### src/design/rsol_pkg.sv
// ----------------------------------------------------------------------------
// rsol_pkg
// Shared types and constants of the ring entry store with offset lookup.
// ----------------------------------------------------------------------------
package rsol_pkg;

    localparam int ENTRIES_DEF = 16;
    localparam int LEN_W       = 32;
    localparam int HANDLE_W    = 32;
    localparam int OFFSET_W    = 32;
    localparam int SLOT_OUT_W  = 4;
    localparam int S_DATA_W    = LEN_W + HANDLE_W + OFFSET_W;
    localparam int M_DATA_W    = 104;

    localparam logic KIND_ADD  = 1'b0;
    localparam logic KIND_FIND = 1'b1;

    typedef enum logic [2:0] {
        ST_IDLE = 3'b001,
        ST_WALK = 3'b010,
        ST_HOLD = 3'b100
    } state_t;

    // write control broadcast to every cell
    typedef struct packed {
        logic                shift;
        logic                append;
        logic [LEN_W-1:0]    len;
        logic [HANDLE_W-1:0] handle;
    } wr_t;

    // search token handed from cell to cell
    typedef struct packed {
        logic                  valid;
        logic                  hit;
        logic [OFFSET_W-1:0]   rem;
        logic [SLOT_OUT_W-1:0] slot;
        logic [HANDLE_W-1:0]   handle;
    } token_t;

    // result item, last field in the lowest bits
    typedef struct packed {
        logic [OFFSET_W-1:0]   byte_in_entry;
        logic [HANDLE_W-1:0]   found_handle;
        logic [SLOT_OUT_W-1:0] found_slot;
        logic                  found;
        logic [HANDLE_W-1:0]   evicted_handle;
        logic                  evicted_valid;
        logic                  add_accepted;
    } result_t;

endpackage

### src/design/rsol_cell.sv
// ----------------------------------------------------------------------------
// rsol_cell
// One entry of the age-ordered chain plus one stage of the search token path.
// ----------------------------------------------------------------------------
module rsol_cell #(
    parameter int ENTRIES = rsol_pkg::ENTRIES_DEF,
    parameter int INDEX   = 0,
    localparam int SLOT_W = $clog2(ENTRIES),
    localparam int CNT_W  = $clog2(ENTRIES + 1)
) (
    input  logic                           clk,
    input  logic                           rst_n,
    input  rsol_pkg::wr_t                  wr,
    input  logic [SLOT_W-1:0]              new_slot,
    input  logic [CNT_W-1:0]               count,
    input  logic [rsol_pkg::LEN_W-1:0]     nb_len,
    input  logic [rsol_pkg::HANDLE_W-1:0]  nb_handle,
    input  logic [SLOT_W-1:0]              nb_slot,
    output logic [rsol_pkg::LEN_W-1:0]     len,
    output logic [rsol_pkg::HANDLE_W-1:0]  handle,
    output logic [SLOT_W-1:0]              slot,
    input  rsol_pkg::token_t               tok_in,
    output rsol_pkg::token_t               tok_out
);

    logic [rsol_pkg::LEN_W-1:0]    len_reg;
    logic [rsol_pkg::HANDLE_W-1:0] handle_reg;
    logic [SLOT_W-1:0]             slot_reg;
    rsol_pkg::token_t              tok_reg;
    rsol_pkg::token_t              tok_next;
    logic                          occupied;
    logic                          append_here;

    assign occupied    = CNT_W'(INDEX) < count;
    assign append_here = wr.append && (count == CNT_W'(INDEX));

    // entries move one cell towards the head when the oldest is evicted
    always_ff @(posedge clk)
    begin
        if (wr.shift)
        begin
            len_reg    <= nb_len;
            handle_reg <= nb_handle;
            slot_reg   <= nb_slot;
        end
        else if (append_here)
        begin
            len_reg    <= wr.len;
            handle_reg <= wr.handle;
            slot_reg   <= new_slot;
        end
    end

    always_comb
    begin
        tok_next = tok_in;
        if (tok_in.valid && !tok_in.hit && occupied)
        begin
            if (tok_in.rem < len_reg)
            begin
                tok_next.hit    = 1'b1;
                tok_next.slot   = rsol_pkg::SLOT_OUT_W'(slot_reg);
                tok_next.handle = handle_reg;
            end
            else
            begin
                tok_next.rem = tok_in.rem - len_reg;
            end
        end
    end

    always_ff @(posedge clk or negedge rst_n)
    begin
        if (!rst_n)
        begin
            tok_reg <= '0;
        end
        else
        begin
            tok_reg <= tok_next;
        end
    end

    assign len     = len_reg;
    assign handle  = handle_reg;
    assign slot    = slot_reg;
    assign tok_out = tok_reg;

endmodule

### src/design/ring_entry_store_offset_lookup.sv
// ----------------------------------------------------------------------------
// ring_entry_store_offset_lookup
// Ring of length/handle entries with eviction of the oldest and offset lookup.
// ----------------------------------------------------------------------------
// Input channel s_*: one transfer per item. s_tuser is the kind (add or find),
// s_tdata carries entry_length, entry_handle and the lookup position.
// Output channel m_*: exactly one result transfer per input item, in order.
// Entries sit in a chain of ENTRIES cells ordered by age, oldest at the head;
// each cell also remembers the ring slot it was written to.
// An add's result goes to the output register at the transfer edge, and
// adds can follow back to back while the output is being drained.
// A find launches a token down the cell chain, one cell per cycle, subtracting
// each stored length until the offset falls inside an entry. The token runs via
// the launch register and every cell's token register to a result register;
// no new item is taken until that result has moved to the output register.
// Reset empties the ring (count, write slot and token stages cleared); entry
// contents are not cleared. While m_tready is low a waiting result holds and
// no further item is taken once the single output register is occupied.
// ----------------------------------------------------------------------------
module ring_entry_store_offset_lookup #(
    parameter int ENTRIES = rsol_pkg::ENTRIES_DEF
) (
    input  logic                          clk,
    input  logic                          rst_n,
    input  logic                          s_tvalid,
    output logic                          s_tready,
    // entry_length[31:0], entry_handle[63:32], lookup_pos[95:64]
    input  logic [rsol_pkg::S_DATA_W-1:0] s_tdata,
    // kind[0]
    input  logic                          s_tuser,
    output logic                          m_tvalid,
    input  logic                          m_tready,
    // add_accepted[0], evicted_valid[1], evicted_handle[33:2], found[34],
    // found_slot[38:35], found_handle[70:39], byte_in_entry[102:71], zero[103]
    output logic [rsol_pkg::M_DATA_W-1:0] m_tdata
);

    localparam int SLOT_W = $clog2(ENTRIES);
    localparam int CNT_W  = $clog2(ENTRIES + 1);

    rsol_pkg::state_t  state_reg, state_next;
    logic [CNT_W-1:0]  count_reg, count_next;
    logic [SLOT_W-1:0] write_slot_reg, write_slot_next;
    rsol_pkg::token_t  launch_reg, launch_next;
    rsol_pkg::result_t res_reg, res_next;
    rsol_pkg::result_t out_reg, out_next;
    logic              m_tvalid_reg, m_tvalid_next;

    logic [rsol_pkg::LEN_W-1:0]    in_len;
    logic [rsol_pkg::HANDLE_W-1:0] in_handle;
    logic [rsol_pkg::OFFSET_W-1:0] in_offset;
    logic                          in_fire;
    logic                          add_fire;
    logic                          find_fire;
    logic                          add_ok;
    logic                          full;
    logic                          out_free;
    rsol_pkg::wr_t                 wr;
    rsol_pkg::result_t             add_res;
    rsol_pkg::result_t             find_res;

    logic [rsol_pkg::LEN_W-1:0]    cell_len    [ENTRIES];
    logic [rsol_pkg::HANDLE_W-1:0] cell_handle [ENTRIES];
    logic [SLOT_W-1:0]             cell_slot   [ENTRIES];
    rsol_pkg::token_t              tok         [ENTRIES+1];

    assign in_len    = s_tdata[rsol_pkg::LEN_W-1:0];
    assign in_handle = s_tdata[rsol_pkg::LEN_W+rsol_pkg::HANDLE_W-1:rsol_pkg::LEN_W];
    assign in_offset = s_tdata[rsol_pkg::S_DATA_W-1:rsol_pkg::LEN_W+rsol_pkg::HANDLE_W];

    assign out_free  = !m_tvalid_reg || m_tready;
    assign s_tready  = (state_reg == rsol_pkg::ST_IDLE) && out_free;
    assign in_fire   = s_tvalid && s_tready;
    assign add_fire  = in_fire && (s_tuser == rsol_pkg::KIND_ADD);
    assign find_fire = in_fire && (s_tuser == rsol_pkg::KIND_FIND);
    assign add_ok    = add_fire && (in_len != '0) && (in_handle != '0);
    assign full      = count_reg == CNT_W'(ENTRIES);

    always_comb
    begin
        wr.shift  = add_ok && full;
        wr.append = add_ok && !full;
        wr.len    = in_len;
        wr.handle = in_handle;
    end

    assign tok[0] = launch_reg;

    genvar k;
    generate
        for (k = 0; k < ENTRIES; k++)
        begin : g_cell
            logic [rsol_pkg::LEN_W-1:0]    nb_len;
            logic [rsol_pkg::HANDLE_W-1:0] nb_handle;
            logic [SLOT_W-1:0]             nb_slot;

            // the tail cell takes the new entry when the chain shifts
            if (k == ENTRIES - 1)
            begin : g_tail
                assign nb_len    = in_len;
                assign nb_handle = in_handle;
                assign nb_slot   = write_slot_reg;
            end
            else
            begin : g_body
                assign nb_len    = cell_len[k+1];
                assign nb_handle = cell_handle[k+1];
                assign nb_slot   = cell_slot[k+1];
            end

            rsol_cell #(
                .ENTRIES (ENTRIES),
                .INDEX   (k)
            ) u_cell (
                .clk       (clk),
                .rst_n     (rst_n),
                .wr        (wr),
                .new_slot  (write_slot_reg),
                .count     (count_reg),
                .nb_len    (nb_len),
                .nb_handle (nb_handle),
                .nb_slot   (nb_slot),
                .len       (cell_len[k]),
                .handle    (cell_handle[k]),
                .slot      (cell_slot[k]),
                .tok_in    (tok[k]),
                .tok_out   (tok[k+1])
            );
        end
    endgenerate

    always_comb
    begin
        add_res                = '0;
        add_res.add_accepted   = add_ok;
        add_res.evicted_valid  = add_ok && full;
        add_res.evicted_handle = (add_ok && full) ? cell_handle[0] : '0;
    end

    always_comb
    begin
        find_res               = '0;
        find_res.found         = tok[ENTRIES].hit;
        find_res.found_slot    = tok[ENTRIES].hit ? tok[ENTRIES].slot : '0;
        find_res.found_handle  = tok[ENTRIES].hit ? tok[ENTRIES].handle : '0;
        find_res.byte_in_entry = tok[ENTRIES].hit ? tok[ENTRIES].rem : '0;
    end

    always_comb
    begin
        count_next      = count_reg;
        write_slot_next = write_slot_reg;
        if (add_ok)
        begin
            if (!full)
            begin
                count_next = count_reg + CNT_W'(1);
            end
            if (write_slot_reg == SLOT_W'(ENTRIES - 1))
            begin
                write_slot_next = '0;
            end
            else
            begin
                write_slot_next = write_slot_reg + SLOT_W'(1);
            end
        end
    end

    always_comb
    begin
        launch_next       = '0;
        launch_next.valid = find_fire;
        launch_next.rem   = in_offset;
    end

    always_comb
    begin
        state_next    = state_reg;
        res_next      = res_reg;
        out_next      = out_reg;
        m_tvalid_next = m_tvalid_reg;
        if (m_tready)
        begin
            m_tvalid_next = 1'b0;
        end
        case (state_reg)
            rsol_pkg::ST_IDLE:
            begin
                if (add_fire)
                begin
                    out_next      = add_res;
                    m_tvalid_next = 1'b1;
                end
                else if (find_fire)
                begin
                    state_next = rsol_pkg::ST_WALK;
                end
            end
            rsol_pkg::ST_WALK:
            begin
                if (tok[ENTRIES].valid)
                begin
                    res_next   = find_res;
                    state_next = rsol_pkg::ST_HOLD;
                end
            end
            rsol_pkg::ST_HOLD:
            begin
                if (out_free)
                begin
                    out_next      = res_reg;
                    m_tvalid_next = 1'b1;
                    state_next    = rsol_pkg::ST_IDLE;
                end
            end
            default:
            begin
                state_next = rsol_pkg::ST_IDLE;
            end
        endcase
    end

    always_ff @(posedge clk or negedge rst_n)
    begin
        if (!rst_n)
        begin
            state_reg      <= rsol_pkg::ST_IDLE;
            count_reg      <= '0;
            write_slot_reg <= '0;
            launch_reg     <= '0;
            m_tvalid_reg   <= 1'b0;
        end
        else
        begin
            state_reg      <= state_next;
            count_reg      <= count_next;
            write_slot_reg <= write_slot_next;
            launch_reg     <= launch_next;
            m_tvalid_reg   <= m_tvalid_next;
        end
    end

    always_ff @(posedge clk)
    begin
        res_reg <= res_next;
        out_reg <= out_next;
    end

    assign m_tvalid = m_tvalid_reg;
    assign m_tdata  = {1'b0, out_reg};

endmodule

### config.mk
export PLATFORM = sky130hd
export DESIGN_NAME = ring_entry_store_offset_lookup
export DESIGN_NICKNAME = d
export VERILOG_FILES = /design/src/design/rsol_pkg.sv /design/src/design/rsol_cell.sv /design/src/design/ring_entry_store_offset_lookup.sv
export SDC_FILE = /design/constraint.sdc
export NUM_CORES = 2
export LEC_CHECK = 0
export BUFFER_PORTS_ARGS = -buffer_cell sky130_fd_sc_hd__buf_2
export CAP_MARGIN = 40
export CORE_MARGIN = 5
export CORE_UTILIZATION = 45
export DETAILED_ROUTE_END_ITERATION = 10
export MAX_ROUTING_LAYER = met4
export PLACE_DENSITY_LB_ADDON = 0.2
export SYNTH_ARGS = -nofsm -noshare
export SYNTH_HDL_FRONTEND = slang
export SYNTH_SLANG_ARGS = --single-unit
### constraint.sdc
create_clock -name clk -period 8.2 [get_ports clk]
set_input_delay 0.82 -clock clk [delete_from_list [all_inputs] [get_ports clk]]
set_output_delay 0.82 -clock clk [all_outputs]
set_load 0.01 [all_outputs]
==> summary.txt <==
Floorplanning
  – Die extent in y: 517 µm
  – Floorplan core area: 0.256 mm²
  – I/O Pins: 207
  – Initial Util: 45.1%
  – Number of core rows: 186
  – Area of the die: 0.267 mm²
  – Die width: 517 µm

Route
  – Vias per cell: 5.56
  – Routed WL per cell: 22.0 µm
  – DRT Pass-1 Iters: 6
  – Antenna-violating nets left: 0
  – Vias: 77200
  – Total detailed-routing wirelength: 306000 µm
  – Initial detailed-routing violation count: 6366
  – DRC violation count after routing: 0

Timing
  – Final-report setup violation count: 0
  – Final max-slew violation count: 0
  – Max Clock Freq: 179 MHz
  – Setup TNS: 0 ns
  – Final Hold Slack: 0.0682 ns
  – Minimum clock period after layout: 5.60 ns
  – Worst-margin pin slew: 0.977 ns
  – RSZ-0062 raised after global routing: false
  – Fraction of the cycle the final worst path needs: 68.3%
  – Worst clock skew: 0.0974 ns
  – Number of hold-slack violations in the final timing report: 0
  – Headroom to the max-slew limit: 34.8%

Clocking
  – Worst-path clk slew: 0.06 ns
  – Clock latency at the later pin of the worst-skew pair: 0.96 ns
  – Longest Clk Path Bufs: 4
  – Max H-tree Level: 5
  – Root Buffer Master: clkbuf_16
  – Cells resized by post-CTS repair: 0
  – Clock tree sinks: 2426
  – Number of clock buffers inserted by TritonCTS: 283
  – CTS tree: done

Logic synthesis
  – Post-synth net total: 10700
  – Number of distinct library cells after synthesis: 90
  – Total of flip-flops plus latches after synthesis: 2426
  – Synthesized area: 0.116 mm²
  – Share of async-settable or async-resettable flops after synthesis: 48.1%
  – Synth warn: 0
  – Flip-flop cell with the highest count after synthesis: edfxtp_1
  – Top area cells in the synthesized netlist: edfxtp_1 33%, dfrtp_1 25%, mux2_2 8.2%, ha_1 5.6%, nand2_1 5.3%
  – Sequential fraction of the synthesis area: 58.0%
  – Syn Inst Count: 10000
  – Count of flip-flops with a built-in enable after synthesis: 1260
  – Post-synthesis average cell area: 11.5 µm²
  – Area leader, netlist: edfxtp_1
  – Yosys top cell area share: 32.7%

Power
  – IR drop worst, VDD: 0.000245 V
  – Power per unit of standard cell area: 307 mW/mm²
  – Total Power Consumption: 40100 µW
  – Leakage power figure: 0.0563 µW

Worst hold path
  – Class of the tightest hold or removal check: primary input to flip-flop

Critical path
  – Cell family with the largest share of critical-path delay: buffers and inverters
  – Required time at the endpoint of the critical path: 8.96 ns
  – Chain of cells forming the critical path: inv_1 -> nor4_1 -> nand3b_1 -> nor2_1 -> o21ai_4 -> buf_4 -> inv_1 -> nand3_4 -> buf_4 -> inv_8 -> buf_4 -> nand2_1 -> nand2_1
  – Category of the most critical setup path: flip-flop to flip-flop
  – Launching element type of the critical path: flip-flop
  – Critical-path cell with the highest stage delay: buf_4
  – Largest driver fanout on the critical path: 117
  – Arrival time of data at the critical path endpoint: 6.36 ns
  – Critical Path Max Stage Delay: 0.81 ns
  – Element type at the critical path end: flip-flop
  – Top cell by count, worst path: buf_4
  – Buffers and inverters on the worst path: 6

Global routing
  – Wire length of the first global-routing pass: 472000 µm
  – Number of antenna violations at the first check in global routing: 9
  – Maximum number of pins on one net before global-route repair: 146
  – Total grt overflow: 0
  – Overall Global Routing Usage: 23.3%
  – Number of global-route vias before repair: 78000

Run status
  – Result of the run: complete, no violations

Place
  – Port Buf Inserts: 205
  – RD Place Congestion: 0.918
  – Detailed-placement wirelength estimate: 212000 µm

Run
  – Max-cap violation count: 0

Final layout
  – Final design utilization: 51.0%
  – Fillcell total: 22200
  – Number of flip-flops under the largest register name: 1120
  – Layout cell share with drive strength beyond 1: 15.9%
  – Area growth from synthesis to final layout: 13.0%
  – Net count of the finished layout: 10900
-- stage by stage --
| step | cell area [µm²] | std cells | worst slack, ns |
|---|---|---|---|
| global placement | 120000 | 13300 | 2.51 |
| finish | 131000 | 13900 | 2.60 |
| detailed placement | 121000 | 13400 | 2.37 |
| global route | 131000 | 13900 | 2.36 |
| CTS | 131000 | 13900 | 2.60 |
| floorplan | 116000 | 10000 | 0.532 |
-- final timing paths --
kind / startpoint / end / slack (ns) / cells past startpoint
worst max-delay path: state_reg[0]$_DFFE_PN1P_ / g_cell[9].u_cell.handle[4]$_DFFE_PP_ / 2.60 / 13
worst min-delay path: s_tdata[89] / launch_reg[61]$_DFF_PN0_ / 0.07 / 1
worst max register to register: state_reg[0]$_DFFE_PN1P_ / g_cell[9].u_cell.handle[4]$_DFFE_PP_ / 2.60 / 13
worst min register to register: g_cell[1].u_cell.tok_out[69]$_DFF_PN0_ / g_cell[2].u_cell.tok_out[69]$_DFF_PN0_ / 0.36 / 0
max in group asynchronous: rst_n / g_cell[12].u_cell.tok_out[45]$_DFF_PN0_ / 5.76 / 5
min in group asynchronous: rst_n / g_cell[1].u_cell.tok_out[18]$_DFF_PN0_ / 0.47 / 2
-- layout by cell type, fill, tap and decap left out, drive strengths merged, types with 34 or more instances in the layout --
master	instances
ha	516
edfxtp	1260
a211oi	44
dfrtp	1165
and3	48
and2	228
o31ai	39
o21bai	56
buf	352
a21oi	467
xor2	173
o21ai	910
a21o	229
a31oi	46
nor3	68
nor2	256
nand3	112
inv	634
o21a	74
xnor2	260
nand2b	112
nand4	49
clkinv	59
clkbuf	405
o211ai	34
nor2b	70
nand2	1624
mux2	848
-- area by class of cell --
cell class / instances / area [µm²] / area share (%)
Tap cell: 3384 / 4230 / 3.24
Clock inverter: 87 / 847 / 0.648
Timing Repair Buffer: 383 / 3180 / 2.43
Multi-Input combinational cell: 6584 / 45000 / 34.4
Clock buffer: 404 / 8030 / 6.14
Antenna cell: 2 / 5.00 / 0.00383
Sequential cell: 2426 / 67000 / 51.3
Inverter: 628 / 2360 / 1.81
-- synth_stat cells (11+ instances only) --
cell type / n
a211o_1: 15
nor3b_1: 13
nand2_1: 1624
a221oi_1: 11
mux2i_1: 24
o211ai_1: 34
buf_2: 47
inv_1: 628
xor2_1: 173
ha_1: 516
o311ai_0: 11
a211oi_1: 39
nand2b_1: 112
nor4_1: 26
and2_1: 228
clkbuf_1: 338
o21bai_1: 55
fa_1: 16
or3_1: 22
o31ai_1: 38
a31oi_1: 46
or2_2: 17
a21o_1: 229
mux2_2: 844
o31a_1: 21
nand3_1: 112
edfxtp_1: 1260
dfrtp_1: 1165
nor3_1: 68
nand4_1: 49
a21oi_1: 466
and3_1: 48
nor2_1: 256
o21a_1: 74
o21ai_0: 900
xnor2_1: 260
nor2b_1: 70
-- what timing repair did --
item	4_1_cts	5_1_grt
buffers inserted	0	0
endpoints found under the setup margin	0	0
endpoints found under the hold margin	108	0
hold buffers	27	0
-- power by group --
| part | switching (µW) | total [µW] | leakage, µW | internal [µW] |
|---|---|---|---|---|
| combinational | 6470 | 11700 | 0.0259 | 5220 |
| sequential | 1110 | 16300 | 0.0261 | 15200 |
| clock | 4950 | 12200 | 0.00432 | 7230 |
| total | 12500 | 40100 | 0.0563 | 27600 |
-- routing by layer --
| metal | up-vias | global-route usage [%] | wire [µm] |
|---|---|---|---|
| li1 | 35900 | - | - |
| met1 | 38700 | 33.2 | 142000 |
| met2 | 2158 | 35.9 | 140000 |
| met3 | 495 | 2.51 | 15600 |
| met4 | 0 | 6.34 | 8570 |
| met5 | - | - | 0 |
-- logic make-up after synthesis --
logic type      Yosys count  synth area share, %
simple gates           2679                 10.3
compound gates         2067                 10.7
xor+xnor                433                 3.28
buf+inv                1025                 3.43
mux                     872                 8.47
other cells               1              0.00324
flops                  2426                 58.0
fa+ha+maj               532                 5.86
No activity file was read; power rests on OpenSTA's default activity.
